## src/rtl/assert_macros.svh

```systemverilog
// Assertion macros shared by the CSV tokenizer RTL.
// Needs clk and rst_n in the scope of each use.
`ifndef ASSERT_MACROS_SVH
`define ASSERT_MACROS_SVH

// Clocked check, off while reset is asserted.
`define CSVT_ASSERT(label, prop, msg) \
  label: assert property (@(posedge clk) disable iff (!rst_n) (prop)) else $error(msg);

// Clocked check that also holds while reset is asserted.
`define CSVT_ASSERT_ALWAYS(label, prop, msg) \
  label: assert property (@(posedge clk) (prop)) else $error(msg);

`endif

```

## src/rtl/csvt_pkg.sv

```systemverilog
// Package for the CSV tokenizer: payload structs, result codes, lexer modes.
// No dependencies; used by every module of the block.
`timescale 1ns / 1ps

package csvt_pkg;

  localparam logic [7:0] CH_COMMA = 8'h2C;
  localparam logic [7:0] CH_QUOTE = 8'h22;
  localparam logic [7:0] CH_CR    = 8'h0D;
  localparam logic [7:0] CH_LF    = 8'h0A;

  localparam logic [2:0] KIND_BYTE     = 3'd0;
  localparam logic [2:0] KIND_CELL_END = 3'd1;
  localparam logic [2:0] KIND_ROW_END  = 3'd2;
  localparam logic [2:0] KIND_ERROR    = 3'd3;
  localparam logic [2:0] KIND_DONE     = 3'd4;

  localparam logic [1:0] ERR_NONE         = 2'd0;
  localparam logic [1:0] ERR_AFTER_QUOTE  = 2'd1;
  localparam logic [1:0] ERR_STRAY_QUOTE  = 2'd2;
  localparam logic [1:0] ERR_UNTERMINATED = 2'd3;

  // Most results one input byte can produce.
  localparam int unsigned RUN_MAX = 3;

  typedef enum logic [1:0] {
    MODE_UNQUOTED   = 2'd0,
    MODE_QUOTED     = 2'd1,
    MODE_QUOTE_SEEN = 2'd2,
    MODE_ERROR      = 2'd3
  } lexer_mode_t;

  typedef struct packed {
    logic [7:0] data_byte;
    logic       end_of_input;
  } in_item_t;

  typedef struct packed {
    logic [2:0] result_kind;
    logic [7:0] cell_byte;
    logic [1:0] error_kind;
    logic       last_of_run;
  } out_item_t;

  // All results of one input byte; the final one carries last_of_run.
  typedef struct packed {
    out_item_t [RUN_MAX-1:0] items;
  } run_t;

  function automatic out_item_t make_item(logic [2:0] kind, logic [7:0] b, logic [1:0] err);
    out_item_t it;
    it.result_kind = kind;
    it.cell_byte   = b;
    it.error_kind  = err;
    it.last_of_run = 1'b0;
    return it;
  endfunction

endpackage

```

## src/rtl/csvt_run_fifo.sv

```systemverilog
// Two-entry queue of result runs between the lexer front and the output back.
// Depends on csvt_pkg.
`timescale 1ns / 1ps
`include "assert_macros.svh"

module csvt_run_fifo (
  input  logic           clk,
  input  logic           rst_n,
  input  logic           push,
  input  csvt_pkg::run_t push_run,
  output logic           full,
  input  logic           pop,
  output logic           head_valid,
  output csvt_pkg::run_t head_run
);

  csvt_pkg::run_t mem_r [2];
  logic       wr_ptr_r, wr_ptr_nxt;
  logic       rd_ptr_r, rd_ptr_nxt;
  logic [1:0] count_r, count_nxt;

  assign full       = (count_r == 2'd2);
  assign head_valid = (count_r != 2'd0);
  assign head_run   = mem_r[rd_ptr_r];

  always_comb begin
    wr_ptr_nxt = push ? ~wr_ptr_r : wr_ptr_r;
    rd_ptr_nxt = pop  ? ~rd_ptr_r : rd_ptr_r;
    count_nxt  = count_r + {1'b0, push} - {1'b0, pop};
  end

  always_ff @(posedge clk) begin
    if (!rst_n) begin
      wr_ptr_r <= 1'b0;
      rd_ptr_r <= 1'b0;
      count_r  <= 2'd0;
    end else begin
      wr_ptr_r <= wr_ptr_nxt;
      rd_ptr_r <= rd_ptr_nxt;
      count_r  <= count_nxt;
    end
  end

  always_ff @(posedge clk) begin
    if (push) begin
      mem_r[wr_ptr_r] <= push_run;
    end
  end

  `CSVT_ASSERT(a_no_push_full, !(push && full), "run pushed into full queue")
  `CSVT_ASSERT(a_no_pop_empty, !(pop && !head_valid), "run popped from empty queue")
  `CSVT_ASSERT(a_count_range, count_r != 2'd3, "queue count out of range")

endmodule

```

## src/rtl/csvt_front.sv

```systemverilog
// Lexer front: accepts CSV bytes, tracks quoting and row state, and builds the
// run of results each byte causes. Depends on csvt_pkg.
`timescale 1ns / 1ps
`include "assert_macros.svh"

module csvt_front (
  input  logic               clk,
  input  logic               rst_n,
  input  logic               accept,
  input  csvt_pkg::in_item_t in_item,
  output logic               push,
  output csvt_pkg::run_t     push_run
);

  csvt_pkg::lexer_mode_t mode_r, mode_nxt;
  logic empty_r, empty_nxt;
  logic row_r, row_nxt;
  logic cr_r, cr_nxt;

  logic [7:0] b;
  logic       fin;
  logic       is_quote, is_comma, is_cr, is_lf;
  logic       skip_lf;

  // per-byte decisions
  logic                  do_content, do_cell_end, do_line, set_cr;
  logic [1:0]            err;
  csvt_pkg::lexer_mode_t mode_mid;
  logic                  empty_mid, row_mid;
  logic                  line_emit, fin_row;

  logic [1:0]     cnt;
  csvt_pkg::run_t run;

  assign b        = in_item.data_byte;
  assign fin      = in_item.end_of_input;
  assign is_quote = (b == csvt_pkg::CH_QUOTE);
  assign is_comma = (b == csvt_pkg::CH_COMMA);
  assign is_cr    = (b == csvt_pkg::CH_CR);
  assign is_lf    = (b == csvt_pkg::CH_LF);
  // LF right after an unquoted CR is part of the same line end
  assign skip_lf  = cr_r && is_lf && (mode_r == csvt_pkg::MODE_UNQUOTED);

  // Byte decode
  always_comb begin
    do_content  = 1'b0;
    do_cell_end = 1'b0;
    do_line     = 1'b0;
    set_cr      = 1'b0;
    err         = csvt_pkg::ERR_NONE;
    mode_mid    = mode_r;
    if (!skip_lf) begin
      unique case (mode_r)
        csvt_pkg::MODE_QUOTED: begin
          if (is_quote) mode_mid = csvt_pkg::MODE_QUOTE_SEEN;
          else          do_content = 1'b1;
        end
        csvt_pkg::MODE_QUOTE_SEEN: begin
          if (is_quote) begin
            do_content = 1'b1;
            mode_mid   = csvt_pkg::MODE_QUOTED;
          end else if (is_comma) begin
            do_cell_end = 1'b1;
            mode_mid    = csvt_pkg::MODE_UNQUOTED;
          end else if (is_cr || is_lf) begin
            do_line  = 1'b1;
            set_cr   = is_cr;
            mode_mid = csvt_pkg::MODE_UNQUOTED;
          end else begin
            err = csvt_pkg::ERR_AFTER_QUOTE;
          end
        end
        csvt_pkg::MODE_UNQUOTED: begin
          if (is_quote) begin
            if (empty_r) mode_mid = csvt_pkg::MODE_QUOTED;
            else         err = csvt_pkg::ERR_STRAY_QUOTE;
          end else if (is_comma) begin
            do_cell_end = 1'b1;
          end else if (is_cr || is_lf) begin
            do_line = 1'b1;
            set_cr  = is_cr;
          end else begin
            do_content = 1'b1;
          end
        end
        csvt_pkg::MODE_ERROR: begin
        end
        default: begin
        end
      endcase
    end
    line_emit = do_line && (row_r || !empty_r);
    if (do_content)                    empty_mid = 1'b0;
    else if (do_cell_end || do_line)   empty_mid = 1'b1;
    else                               empty_mid = empty_r;
    if (do_cell_end)  row_mid = 1'b1;
    else if (do_line) row_mid = 1'b0;
    else              row_mid = row_r;
    fin_row = row_mid || !empty_mid;
  end

  // Next state
  always_comb begin
    mode_nxt  = mode_r;
    empty_nxt = empty_r;
    row_nxt   = row_r;
    cr_nxt    = cr_r;
    if (accept) begin
      if (fin) begin
        mode_nxt  = csvt_pkg::MODE_UNQUOTED;
        empty_nxt = 1'b1;
        row_nxt   = 1'b0;
        cr_nxt    = 1'b0;
      end else if (mode_r == csvt_pkg::MODE_ERROR) begin
        mode_nxt = csvt_pkg::MODE_ERROR;
      end else if (err != csvt_pkg::ERR_NONE) begin
        mode_nxt = csvt_pkg::MODE_ERROR;
        cr_nxt   = 1'b0;
      end else begin
        mode_nxt  = mode_mid;
        empty_nxt = empty_mid;
        row_nxt   = row_mid;
        cr_nxt    = set_cr;
      end
    end
  end

  // Outputs: results in the order the byte produces them
  always_comb begin
    run = '0;
    cnt = 2'd0;
    if (mode_r != csvt_pkg::MODE_ERROR) begin
      if (do_content) begin
        run.items[cnt] = csvt_pkg::make_item(csvt_pkg::KIND_BYTE, b, csvt_pkg::ERR_NONE);
        cnt = cnt + 2'd1;
      end
      if (do_cell_end) begin
        run.items[cnt] = csvt_pkg::make_item(csvt_pkg::KIND_CELL_END, 8'd0,
                                             csvt_pkg::ERR_NONE);
        cnt = cnt + 2'd1;
      end
      if (line_emit) begin
        run.items[cnt] = csvt_pkg::make_item(csvt_pkg::KIND_ROW_END, 8'd0,
                                             csvt_pkg::ERR_NONE);
        cnt = cnt + 2'd1;
      end
      if (err != csvt_pkg::ERR_NONE) begin
        run.items[cnt] = csvt_pkg::make_item(csvt_pkg::KIND_ERROR, 8'd0, err);
        cnt = cnt + 2'd1;
      end else if (fin) begin
        if (mode_mid == csvt_pkg::MODE_QUOTED) begin
          run.items[cnt] = csvt_pkg::make_item(csvt_pkg::KIND_ERROR, 8'd0,
                                               csvt_pkg::ERR_UNTERMINATED);
          cnt = cnt + 2'd1;
        end else begin
          if (fin_row) begin
            run.items[cnt] = csvt_pkg::make_item(csvt_pkg::KIND_ROW_END, 8'd0,
                                                 csvt_pkg::ERR_NONE);
            cnt = cnt + 2'd1;
          end
          run.items[cnt] = csvt_pkg::make_item(csvt_pkg::KIND_DONE, 8'd0,
                                               csvt_pkg::ERR_NONE);
          cnt = cnt + 2'd1;
        end
      end
    end
    case (cnt)
      2'd1:    run.items[0].last_of_run = 1'b1;
      2'd2:    run.items[1].last_of_run = 1'b1;
      2'd3:    run.items[2].last_of_run = 1'b1;
      default: ;
    endcase
  end

  assign push     = accept && (cnt != 2'd0);
  assign push_run = run;

  always_ff @(posedge clk) begin
    if (!rst_n) begin
      mode_r  <= csvt_pkg::MODE_UNQUOTED;
      empty_r <= 1'b1;
      row_r   <= 1'b0;
      cr_r    <= 1'b0;
    end else begin
      mode_r  <= mode_nxt;
      empty_r <= empty_nxt;
      row_r   <= row_nxt;
      cr_r    <= cr_nxt;
    end
  end

  `CSVT_ASSERT(a_fin_resets, accept && fin |=> mode_r == csvt_pkg::MODE_UNQUOTED && empty_r && !row_r && !cr_r, "final byte did not reset lexer")
  `CSVT_ASSERT(a_error_silent, accept && mode_r == csvt_pkg::MODE_ERROR |-> !push, "result produced while in error mode")

endmodule

```

## src/rtl/csvt_back.sv

```systemverilog
// Output back: takes result runs from the queue and hands them out one result
// per cycle while out_ready is high, from a registered run. Depends on csvt_pkg.
`timescale 1ns / 1ps
`include "assert_macros.svh"

module csvt_back (
  input  logic                clk,
  input  logic                rst_n,
  input  logic                head_valid,
  input  csvt_pkg::run_t      head_run,
  output logic                pop,
  output logic                out_valid,
  input  logic                out_ready,
  output csvt_pkg::out_item_t out_data
);

  logic           busy_r, busy_nxt;
  logic [1:0]     idx_r, idx_nxt;
  csvt_pkg::run_t run_r;
  csvt_pkg::out_item_t cur;
  logic           taken, run_done;

  always_comb begin
    case (idx_r)
      2'd0:    cur = run_r.items[0];
      2'd1:    cur = run_r.items[1];
      default: cur = run_r.items[2];
    endcase
  end

  assign taken    = busy_r && out_ready;
  assign run_done = taken && cur.last_of_run;
  assign pop      = head_valid && (!busy_r || run_done);

  always_comb begin
    busy_nxt = busy_r;
    idx_nxt  = idx_r;
    if (pop) begin
      busy_nxt = 1'b1;
      idx_nxt  = 2'd0;
    end else if (run_done) begin
      busy_nxt = 1'b0;
      idx_nxt  = 2'd0;
    end else if (taken) begin
      idx_nxt = idx_r + 2'd1;
    end
  end

  always_ff @(posedge clk) begin
    if (!rst_n) begin
      busy_r <= 1'b0;
      idx_r  <= 2'd0;
    end else begin
      busy_r <= busy_nxt;
      idx_r  <= idx_nxt;
    end
  end

  always_ff @(posedge clk) begin
    if (pop) begin
      run_r <= head_run;
    end
  end

  assign out_valid = busy_r;
  assign out_data  = cur;

  `CSVT_ASSERT(a_idx_range, busy_r |-> idx_r != 2'd3, "result index past run end")
  `CSVT_ASSERT(a_run_continues, taken && !cur.last_of_run |=> busy_r && idx_r == $past(idx_r) + 2'd1, "run cut short")

endmodule

```

## src/rtl/csv_cell_tokenizer.sv

```systemverilog
// Top level of the streaming CSV cell tokenizer.
// Depends on csvt_pkg, csvt_front, csvt_run_fifo, csvt_back.
`timescale 1ns / 1ps

// Streaming CSV tokenizer. Each request on the in_ channel is one document
// byte plus an end-of-input flag; the out_ channel returns cell bytes,
// cell-end and row-end markers, and a done or syntax-error result, with
// last_of_run set on the final result caused by each byte. Bytes that cause
// no result (a quote opening a cell, the LF of CR LF, anything after an
// error) leave nothing on the output. Rate: one byte per cycle is accepted
// while the queue is not full; the lexer front decides each byte in the cycle
// it is taken. The output back delivers one result per cycle while out_ready
// is high; a byte's run holds up to three results, and the final byte is the
// only one that can yield more than one. A two-run queue decouples the two
// sides, so a stalled output stops input only once both queue entries and the
// output run register are occupied. A run goes from the queue to that register.
module csv_cell_tokenizer (
  input  logic                clk,
  input  logic                rst_n,
  input  logic                in_valid,
  output logic                in_ready,
  input  csvt_pkg::in_item_t  in_data,
  output logic                out_valid,
  input  logic                out_ready,
  output csvt_pkg::out_item_t out_data
);

  logic           accept;
  logic           push, full, pop, head_valid;
  csvt_pkg::run_t push_run, head_run;

  // The front takes a byte whenever the queue has room for its run.
  assign in_ready = !full;
  assign accept   = in_valid && in_ready;

  csvt_front u_front (
    .clk      (clk),
    .rst_n    (rst_n),
    .accept   (accept),
    .in_item  (in_data),
    .push     (push),
    .push_run (push_run)
  );

  csvt_run_fifo u_fifo (
    .clk        (clk),
    .rst_n      (rst_n),
    .push       (push),
    .push_run   (push_run),
    .full       (full),
    .pop        (pop),
    .head_valid (head_valid),
    .head_run   (head_run)
  );

  csvt_back u_back (
    .clk        (clk),
    .rst_n      (rst_n),
    .head_valid (head_valid),
    .head_run   (head_run),
    .pop        (pop),
    .out_valid  (out_valid),
    .out_ready  (out_ready),
    .out_data   (out_data)
  );

endmodule
```

## config.mk

```make
export PLATFORM = sky130hd
export DESIGN_NAME = csv_cell_tokenizer
export DESIGN_NICKNAME = d
export VERILOG_FILES = /design/src/rtl/csvt_pkg.sv /design/src/rtl/csvt_run_fifo.sv /design/src/rtl/csvt_front.sv /design/src/rtl/csvt_back.sv /design/src/rtl/csv_cell_tokenizer.sv
export VERILOG_INCLUDE_DIRS = /design/src /design/src/rtl
export SDC_FILE = /design/constraint.sdc
export NUM_CORES = 1
export LEC_CHECK = 0
export BUFFER_PORTS_ARGS = -buffer_cell sky130_fd_sc_hd__buf_2
export CORE_UTILIZATION = 37
export DETAILED_ROUTE_END_ITERATION = 10
export MAX_ROUTING_LAYER = met4
export PLACE_DENSITY = 0.59
export SETUP_SLACK_MARGIN = 0.02
export SYNTH_ARGS = -nofsm -noshare
export SYNTH_HDL_FRONTEND = slang
export SYNTH_HIERARCHICAL = 1
export SYNTH_SLANG_ARGS = --single-unit
```

## constraint.sdc

```tcl
create_clock -name clk -period 9.2 [get_ports clk]
set_input_delay 1.84 -clock clk [delete_from_list [all_inputs] [get_ports clk]]
set_output_delay 1.84 -clock clk [all_outputs]
set_load 0.01 [all_outputs]
```

After elaboration in Yosys (flattened, before gate mapping)
Memory sizes are Yosys's and may differ from the RTL's. A register that Yosys moved wholly into a read port is not among the register bits. Cells that the tools add are included. Widths: inputs -> output; s select.

Logic and storage cells: 189. Memory bits (read-only): 0. Latch bits: 0. Input port bits: 13. Memories kept: 1. Bits in registers: 12. Bits in writable memories: 84.

Bitwise gates (word level): 18. Divide/modulo/power cells: 0. Reductions and logical operators: 31. Shifts and indexed selects: 0. $mul: 0. Multiplexer cells: 99. Add/sub/neg operators: 7. Eq/ne operators: 16. Magnitude comparators: 8.

Memory list: u_fifo.mem_r (words 2, width 42, read ports 1, clocked after Yosys merged registers in 1, write ports 1, line csvt_run_fifo.sv:17) `csvt_pkg::run_t mem_r [2];`.

Operators by type and width (count): $mux 42 (13); $not 39->39 (4); $and 39x39->39 (3); $demux 14 s2 (4); $mux 14 (5); $mux 2 (29); $bwmux 42 (1); $mux 1 (42); $and 13x39->39 (1); $and 30x30->30 (1); $not 30->30 (1); $pmux 14 s2 (1); $eq 8x4->1 const B (2); $eq 8x6->1 const B (2); $logic_and 1x1->1 (12); $lt 2x3->1 const B (4); $or 12x12->12 (1); $mux 11 (1); $add 2x1->2 const B (5); $eq 2x2->1 const B (5); $or 3x3->3 (3); $eq 2x1->1 const B (4); $ge 2x1->1 const B (4); $reduce_bool 2->1 (4); other kinds (15) (27).

Logic depth before layout (Yosys ltp)
Depth after elaboration: 32. Depth in mapped cells: 20.

Cells and area by module
Netlist, hierarchy kept.

By module, submodules not included: csvt_run_fifo (times used 1, sequential area each 2622.5 um^2, cells each 152, area each 3464.6 um^2); csvt_back (times used 1, sequential area each 1321.3 um^2, cells each 111, area each 1680.4 um^2); csvt_front (times used 1, sequential area each 100.1 um^2, cells each 219, area each 1510.2 um^2); csv_cell_tokenizer (times used 1, sequential area each 0.0 um^2, cells each 2, area each 10.0 um^2).

Worst setup path before layout
Ideal clock, no wire load.

Kind: input to register. Start point: input port in_data[1] (netlist name). End point: memory u_fifo/mem_r[0][0] (netlist name) (enable). Path slack: 822 ps. Path buffers: 1. Arrival time: 7930 ps. Cell stages on the path: 15. Path through: or3b_1 buf_6 nor3_1 a211o_1 a21boi_0 fa_1 ha_1 mux2i_1 ha_1 mux2_2 a221o_1 o2111ai_1 nand3b_1 nor3b_1 nor2b_1.

Longest elaborated chain between the ends: 30. Elaborated cells between the ends (all ways): 69. Classes of those cells: 4 x add/sub; 5 x eq/ne; 50 x mux; 10 x reduce/logical.

Ends and longest elaborated chain: start, declared (line csv_cell_tokenizer.sv:22) `input csvt_pkg::in_item_t in_data,`; $eq 8x4->1, on equally long branches (line csvt_front.sv:39, csvt_front.sv:40); $logic_or 1x1->1 (line csvt_front.sv:65, csvt_front.sv:79); $mux 1 (line csvt_front.sv:65, csvt_front.sv:79); $mux 1 (line csvt_front.sv:77) `end else if (is_comma) begin`; $mux 1 (line csvt_front.sv:74) `if (is_quote) begin`; $pmux 1 s3 (line csvt_front.sv:53) `unique case (mode_r)`; $mux 1 (line csvt_front.sv:52) `if (!skip_lf) begin`; $mux 1 (line csvt_front.sv:133) `if (do_content) begin`; [15 not listed]; $mux 2 (line csvt_front.sv:150) `end else if (fin) begin`; $mux 2 (*) (line csvt_front.sv:147) `if (err != csvt_pkg::ERR_NONE) begin`; $mux 2 (*) (line csvt_front.sv:132) `if (mode_r != csvt_pkg::MODE_ERROR) begin`; $reduce_bool 2->1 (*) (line csvt_front.sv:175) `assign push = accept && (cnt != 2'd0);`; $logic_and 1x1->1 (*) (line csvt_front.sv:175); named net push (line csv_cell_tokenizer.sv:29) `logic push, full, pop, head_valid;`; $mux 1 (*) (line csvt_run_fifo.sv:45) `if (push) begin`; $mux 1 (not written as such) (*) (line csvt_run_fifo.sv:46) `mem_r[wr_ptr_r] <= push_run;`; end, declared (line csvt_run_fifo.sv:17).

The timed path passes the listed nets; every way through them passes the cells marked *. The select of a mux whose other input is x is not followed.

Worst setup path after layout
Start point: input port in_data[1] (netlist name). End point: memory u_fifo/mem_r[0][5] (netlist name) (enable).

The elaborated chain is that of the path after synthesis.

==> impl_metrics.csv <==
group,metric,value,unit
outcome,status,"completed",
global_route,grt.total_usage,0.160,
yosys,synth_edf_count,126,
drt,detail_route.wirelength,13400,um
drt,drt-pass1-iter-count,4,
critical_path,ff2ff_setup_slack,3.57,ns
pwr,swShare,0.257,
sta,timing.setup.tns,0,ns
job,max_cap_viol_count,0,
drt,vias,3919,
yosys,most_repeated_cell_in_the_gate_level_netlist_after_synthesis,"edfxtp_1",
global_route,grt_pass1_wl,21100,um
die,initial_core_util,0.383,
clocking,cts_num_sinks,139,
pwr,intPower,1580,uW
hold_path,whs_path_depth,1,
clocking,cts_made_buffers,17,
yosys,synth_area_leaders,"edfxtp_1 (57%), mux2_4 (9.0%), dfxtp_1 (3.9%)",
sta,post-route-min-period,7.19,ns
clocking,insertion_delay,0.42,ns
sta,fin_hold_ws,0.476,ns
critical_path,critical_path_class,"input pin to flip-flop",
die,io_pins,29,
yosys,syn_inst,484,
pwr,ir_worst_vdd,0.000123,V
clocking,cts_resized,0,
yosys,synth_async_sr_flop_share,0,
global_route,first_global_vias,3989,
hold_path,hp-start,"u_front/row_r",
yosys,post-synth-top-area-fraction,0.568,
pwr,total_power,2120,uW
drt,via_per_inst,5.16,
clocking,cts_root_buf,"clkbuf_16",
clocking,ctsHoldBuffers,0,
die,dieArea,18600,sq um
yosys,synth-main-ff-cell,"edfxtp_1",
drt,wl_per_cell,17.7,um
drt,final_antenna_net_count,0,
sta,final-max-slew-violation-count,0,
yosys,cell_taking_the_most_area_after_synthesis,"edfxtp_1",
global_route,antenna_found_initial,0,
finish,area_growth_syn_to_fin,14.3,%
die,dieWidth,136,um
placement,post-place-cells,728,
sta,fin_worst_skew,0.00909,ns
pwr,power_frac_clock,0.343,
yosys,netlist_area,6670,sq um
die,floorplan_die_height,136,um
hold_path,min_delay_worst_endpoint,"u_front/row_r",
yosys,synth-warning-count,6,
critical_path,element_type_at_the_critical_path_end,"flip-flop",
placement,port_buffers,28,
yosys,post_synth_num_cell_types,67,
clocking,cts_setup_buffers,0,
critical_path,critical_path.reg2reg.startpoint,"u_front/mode_r[0]",
sta,post-route-period-util,0.782,
global_route,globalRoute.totalOverflow,0,
yosys,synthTopCellsByCount,"edfxtp_1 (126), nand2_1 (50), mux2_4 (40)",
placement,hpwl,9080,um
pwr,share_seq_of_total_power,0.433,
finish,layout-drive-gt1-share,0.236,
die,rows,48,
clocking,tritoncts,"done",
clocking,cts-root-to-sink-buffers,2,
critical_path,worstSetupStartpointType,"input pin",
clocking,path_clk_slew,0.06,ns
placement,gp_routability_congestion,0.877,
yosys,ys_ff_latch,139,
global_route,largest_net_degree_at_the_start_of_global_routing,44,
sta,worst-slew-pin-transition,0.983,ns
critical_path,cp_data_required_time,9.30,ns
critical_path,timing.reg2reg.worst_path_depth,15,
drt,drt-initial-drc-count,236,
sta,grt_setup_unrepaired,"false",
yosys,seq_area_frac_synth,0.607,
finish,antenna_diode_instance_count,0,
pwr,p_leak,0.00285,uW
pwr,powerDensity,278,nW/um^2
pwr,switchingPower,545,uW
critical_path,end_of_the_worst_register_to_register_path,"u_fifo/mem_r[0][5]",
die,design.core.area,17400,sq um
yosys,syn-mean-instance-area,13.8,sq um
hold_path,hp_class,"flip-flop to flip-flop",
sta,achievable-frequency,0.139,GHz
pwr,p_comb_frac,0.224,
critical_path,worst-path-max-fanout,31,
finish,finalNonFillerCells,760,
finish,finish.net_count,550,
sta,maxSlewHeadroom,0.342,
clocking,cts_max_level,4,
drt,drc_markers,0,
sta,final_count_of_hold_timing_violations,0,
critical_path,cp.arrival,7.29,ns
sta,setup_viol,0,
worst max path at each step:
| stage | start | slack [ns] | endpoint | depth (start not counted) |
|---|---|---|---|---|
| after floorplan | in_data[1] | 0.82 | u_fifo/mem_r[0][0] | 15 |
| after global placement | in_data[1] | 1.69 | u_fifo/mem_r[0][19] | 17 |
| after detailed placement | in_data[1] | 1.62 | u_fifo/mem_r[0][18] | 17 |
| after CTS | in_data[1] | 2.04 | u_fifo/mem_r[0][5] | 17 |
| after global routing | in_data[1] | 1.71 | u_fifo/mem_r[0][4] | 17 |
| final | in_data[1] | 2.01 | u_fifo/mem_r[0][5] | 17 |
per-stage QoR:
step / instance area [sq um] / setup slack, ns / util
2_1_floorplan: 6720 / 0.822 / -
3_5_place_dp: 6990 / 1.62 / 0.401
6_report: 7620 / 2.01 / 0.438
4_1_cts: 7620 / 2.04 / 0.438
5_1_grt: 7620 / 1.71 / 0.438
3_3_place_gp: 6990 / 1.69 / 0.401
final cells by class:
cell class,instances,area [sq um]
clock buffers,20,437
clock inverters,12,195
fillers,1554,9800
inverters,17,63.8
multi-input cells,309,2360
flip-flops and latches,139,4050
well taps,225,282
repair buffers,38,240
worst max-delay path: stages:
cell and delay [ns]:
buf_2 0.13, or3b_1 0.54, nor3_1 0.57, a211o_1 0.21
a21boi_0 0.18, buf_4 0.19, fa_1 0.54, ha_1 0.40
mux2i_1 0.15, ha_1 0.28, mux2_2 0.27, a221o_1 0.34
o2111ai_1 0.15, nand3b_1 0.14, nor3b_1 0.53, nor2b_4 0.52
buf_12 0.28
layout by cell type (no fill, tap or decap), types with 14 or more instances in the layout:
cell	Yosys	final
ha_1	14	14
inv_1	17	17
clkbuf_16	0	17
conb_1	1	16
edfxtp_1	126	126
nand2_1	50	50
nor2_1	20	20
buf_2	0	28
mux2_4	40	40
metal layers:
metal,vias to the layer above,global-route usage,routed length [um]
met3,26,0.0365,544
met1,1925,0.185,5710
met2,102,0.262,6840
li1,1866,-,-
met5,-,-,0
met4,0,0.0778,353
power by group through the flow:
stage / logic, uW / clock network, uW / registers [uW]
4_1_cts: 486 / 742 / 920
6_report: 475 / 728 / 919
5_1_grt: 522 / 765 / 934
3_5_place_dp: 485 / 0 / 933
2_1_floorplan: 385 / 0 / 928
3_3_place_gp: 474 / 0 / 927
cell families after synthesis:
logic type,Yosys count,share of synthesized area
DFF,139,0.607
AOI/OAI and AO/OA,86,0.0939
other,1,0.000563
xor gates and xnor gates,5,0.00864
adders and majority gates,15,0.0293
buffers and inverters,51,0.0509
muxes,46,0.0999
and+or+nand+nor,141,0.110
flip-flops by register name (all words and copies together), names as in the netlist, named ones only:
signal	flops
u_back/idx_r	2
u_back/out_valid	1
u_back/run_r	42
u_fifo/count_r	2
u_fifo/mem_r	84
u_fifo/rd_ptr_r	1
u_fifo/wr_ptr_r	1
u_front/cr_r	1
u_front/empty_r	1
u_front/mode_r	2
u_front/row_r	1
(Power assumes the default switching activity.)
